File: config.mk
export PLATFORM = sky130hd
export DESIGN_NAME = bmc_cell
export DESIGN_NICKNAME = d
export VERILOG_FILES = /design/src/hw/rtl/bmc_pkg.sv /design/src/hw/rtl/bmc_cell.sv
export SDC_FILE = /design/constraint.sdc
export NUM_CORES = 1
export LEC_CHECK = 0
export ABC_AREA = 1
export ABC_CLOCK_PERIOD_IN_PS = 3400
export BUFFER_PORTS_ARGS = -buffer_cell sky130_fd_sc_hd__buf_2
export CAP_MARGIN = 20
export CORE_AREA = 2 2 70 72
export DETAILED_ROUTE_END_ITERATION = 7
export DIE_AREA = 0 0 72 74
export PLACE_DENSITY = 0.92
export SLEW_MARGIN = 20
export SYNTH_ARGS = -nofsm -noshare
export SYNTH_HDL_FRONTEND = slang
export SYNTH_SLANG_ARGS = --single-unit
File: constraint.sdc
create_clock -name i_clk -period 3.4 [get_ports i_clk]
set_input_delay 0.34 -clock i_clk [delete_from_list [all_inputs] [get_ports i_clk]]
set_output_delay 0.34 -clock i_clk [all_outputs]
set_load 0.1 [all_outputs]
File: src/hw/rtl/bmc_pkg.sv
package bmc_pkg;

    localparam int STACK_DEPTH = 32;
    localparam int CHAR_BITS   = 16;

    localparam int CODE_W  = 16;
    localparam int POS_W   = 24;
    localparam int LINE_W  = 20;
    localparam int KIND_W  = 2;
    localparam int DEPTH_W = $clog2(STACK_DEPTH + 1);

    localparam logic [CODE_W-1:0] NEWLINE_CODE = CODE_W'(10);
    localparam logic [POS_W-1:0]  POS_MAX      = '1;
    localparam logic [LINE_W-1:0] LINE_MAX     = '1;

    localparam logic [CODE_W-1:0] OPEN_RESET  = CODE_W'(40);
    localparam logic [CODE_W-1:0] CLOSE_RESET = CODE_W'(41);

    localparam logic [KIND_W-1:0] KIND_CLOSE    = 2'd0;
    localparam logic [KIND_W-1:0] KIND_OPEN     = 2'd1;
    localparam logic [KIND_W-1:0] KIND_VERDICT  = 2'd2;
    localparam logic [KIND_W-1:0] KIND_OVERFLOW = 2'd3;

    localparam logic CFG_OPEN  = 1'b0;
    localparam logic CFG_CLOSE = 1'b1;

    typedef struct packed {
        logic [POS_W-1:0]  pos;
        logic [LINE_W-1:0] line;
    } t_entry;

    typedef struct packed {
        logic push;
        logic pop;
    } t_shift;

endpackage

File: src/hw/rtl/bmc_cell.sv
module bmc_cell (
    input  logic            i_clk,
    input  bmc_pkg::t_shift i_shift,
    input  bmc_pkg::t_entry i_up,
    input  bmc_pkg::t_entry i_down,
    output bmc_pkg::t_entry o_entry
);

    bmc_pkg::t_entry r_entry;

    always_ff @(posedge i_clk) begin
        if (i_shift.push) begin
            r_entry <= i_up;
        end else if (i_shift.pop) begin
            r_entry <= i_down;
        end
    end

    assign o_entry = r_entry;

endmodule
=== Word-level counts from Yosys, hierarchy flattened ===
Cells that the tools add are included.

* Bits in read-only memories: 0
* Bits of input ports: 91
* Bits in latches: 0
* Register bits: 44
* Memory bits (writable): 0
* Logic and storage cells: 5
* Memories: 0

* Equality and inequality tests: 0
* Add/sub/neg operators: 0
* Div/mod/pow operators: 0
* Order comparisons: 0
* Reductions and logical operators: 1
* Muxes and demuxes: 2
* Bitwise gates (word level): 0
* $mul: 0
* Shift operators: 0

{| class="wikitable"
|+ Operators with widths
! operator !! number
|-
| two-way mux 44 bit || 2
|-
| nonzero test 2 bit || 1
|}

=== Depth between registers and ports, before layout ===
* Word-level depth: 2
* Depth in mapped cells: 5
* Gate-level depth less buffers: 3

=== Worst setup path after synthesis ===
OpenSTA, ideal clock, no wires.

* Path kind: in2reg
* Start point: input port i_shift[1] (netlist name)
* End point: register r_entry (netlist bit o_entry[0]) (enable)
* Cell stages on the path: 2
* Arrival: 1.071 ns
* Setup slack: 1.947 ns
* Required time: 3.018 ns
* Library setup time: 0.382 ns
* Cells stage by stage: buf_6 or2_2

* Longest elaborated chain between the ends: 1

{| class="wikitable"
|+ Ends and longest elaborated chain
! element !! line !! text
|-
| from (decl) || bmc_cell.sv:3 || <nowiki>input bmc_pkg::t_shift i_shift,</nowiki>
|-
| nonzero test 2 bit (no source line) || n/a ||
|-
| to (signal assigned) || bmc_cell.sv:13 || <nowiki>r_entry <= i_up;</nowiki>
|-
| to (signal assigned) || bmc_cell.sv:15 || <nowiki>r_entry <= i_down;</nowiki>
|-
| to (decl) || bmc_cell.sv:9 || <nowiki>bmc_pkg::t_entry r_entry;</nowiki>
|}

Every way passes these cells.
A chain may end at the register's enable or synchronous reset.

=== Worst setup path after layout ===
* Start point: register r_entry (netlist bit o_entry[30])
* End point: output port o_entry[30] (netlist name)

{| class="wikitable"
|+ RTL lines
! element !! line !! text
|-
| to (decl) || bmc_cell.sv:6 || <nowiki>output bmc_pkg::t_entry o_entry</nowiki>
|}

No word-level cell between the ends.

==> results.json <==
{
  "drc": 0,
  "totalWireLength_mm": 4.39,
  "fmax_mhz": 717,
  "cpPeakStageDelay_ns": 0.42,
  "clockPowerShare_pct": 23.3,
  "cts_resized": 0,
  "die-area_um2": 5330,
  "die_y_um": 74,
  "instances_no_fill": 375,
  "run_status": "finished, final reports clean",
  "total_power_uw": 1680,
  "start_util_pct": 41.7,
  "crit_chain": "buf_2",
  "crit_path_end_kind": "output port",
  "yosys_warnings": 0,
  "drtIter0Drc": 104,
  "slowest_stage": "buf_2",
  "arrival_ns": 1.05,
  "switchingPower_uw": 702,
  "tns_ns": 0,
  "tightest_slew_ns": 0.992,
  "rsz0062_at_grt": "no",
  "cts_buffer_depth": 2,
  "finalCritPeriodShare_pct": 41.0,
  "use_met3_pct": 3.93,
  "peakVddDrop_uv": 250,
  "hpwl_mm": 3.18,
  "largest_reg_flops": 44,
  "diodes": 0,
  "fillers": 411,
  "crit_start": "o_entry[30]",
  "final_layout_size_suffix_gt1_share_pct": 44.9,
  "area_growth_pct": 40.0,
  "ys_types": 6,
  "finalMaxSlewViolations": 0,
  "ys_seq_elements": 44,
  "min_path_type": "in2reg",
  "clock-sinks": 44,
  "post_cts_buffers": 0,
  "min_period_ns": 1.39,
  "track_usage_pct": 16.2,
  "slew_headroom_pct": 33.8,
  "setup_viol": 0,
  "placed_area_um2": 2580,
  "vias_per_cell": 4.58,
  "grt_pass1_vias": 1610,
  "avgSynthCellArea_um2": 10.3,
  "final_area_um2": 2690,
  "p_int_uw": 977,
  "die_width_um": 72,
  "synthesis.area_um2": 1920,
  "first_pass_iters": 4,
  "grt_max_degree": 46,
  "drv_cap": 0,
  "critPathMaxFanout": 1,
  "wire_per_inst_um": 11.7,
  "fin_ws_ns": 2.01,
  "power_density_nw_per_um2": 625,
  "synthCells": 187,
  "seq_area_frac_synth_pct": 68.9,
  "pin_count": 135,
  "met2_usage_pct": 31.5,
  "crit_buf_inv": 1,
  "syn_nets": 278,
  "combPwrFrac_pct": 36.3,
  "hp-start": "i_down[3]",
  "final_common_cell": "buf_2",
  "nets": 411,
  "leakage_uw": 0.00144,
  "required_ns": 3.06,
  "cts_root_buffer": "clkbuf_8",
  "grt_busiest_layer": "met2",
  "use_met1_pct": 15.8,
  "clk_pin_slew_ns": 0.08,
  "grt_pass1_wl_mm": 6.67,
  "grt_antenna_before_repair": 0,
  "vias": 1719,
  "port_buffers": 134,
  "cts-hold-fix-buffers": 0,
  "ant_nets": 0,
  "path_class": "reg2out",
  "gp_congestion": 0.628,
  "grt-ovfl-total": 0,
  "critPathTopFamily": "buffers and inverters",
  "seq_power_share_pct": 40.4,
  "core_region_area_um2": 4600,
  "tritoncts": "yes",
  "layout_common_cells": "buf_2 (134), nand2_1 (132), edfxtp_1 (44)",
  "swShare_pct": 41.8,
  "crit_path_start_kind": "flop",
  "h-tree-depth": 2,
  "dp_cells": 367,
  "rows": 25,
  "post-place-ws_ns": 1.77,
  "hold_viol": 0,
  "cts_buffers": 5
}
## worst paths after layout
check,end,cells after the start
min,o_entry[3],3
max,o_entry[30],1
## cells in the mapped netlist
cell type,count,area [um2]
or2_2,1,6.26
edfxtp_1,44,1320
buf_6,5,56.3
inv_6,1,8.76
buf_4,4,30.0
nand2_1,132,495
## power by group through the flow
stage	logic (uW)	registers, uW	clock network, uW
6_report	608	678	391
5_1_grt	632	683	421
4_1_cts	612	679	395
3_5_place_dp	611	691	0
3_3_place_gp	604	689	0
2_1_floorplan	63.6	1130	0
## metal layers
metal  wire length, um  part of all wire, %  vias up
li1                  -                    -      861
met1              1620                   37      758
met2              2300                   52       85
met3               337                  7.7       15
met4               127                  2.9        0
met5                 0                    0        -
## kinds of logic (layout without fill, tap and decap cells)
family / count (synthesis) / after routing / share of synthesized area [%]
buffers and inverters: 10 / 144 / 4.96
flip-flops: 44 / 44 / 68.9
AND/OR/NAND/NOR: 133 / 133 / 26.2
## through the flow
stage	utilization (%)	hold WS [ns]
global placement	56.1	0.605
floorplan	-	0.519
finish	58.4	0.309
global route	58.4	0.308
detailed placement	56.1	0.607
CTS	58.4	0.305
## layout make-up
cell class	count	area, um2	share of cell area, %
Multi-Input combinational cell	133	502	18.7
Sequential cell	44	1320	49.2
Clock inverter	2	35.0	1.30
Clock buffer	6	72.6	2.70
Timing Repair Buffer	135	678	25.3
Tap cell	54	67.6	2.52
Inverter	1	8.76	0.326
(Power assumes the default switching activity.)
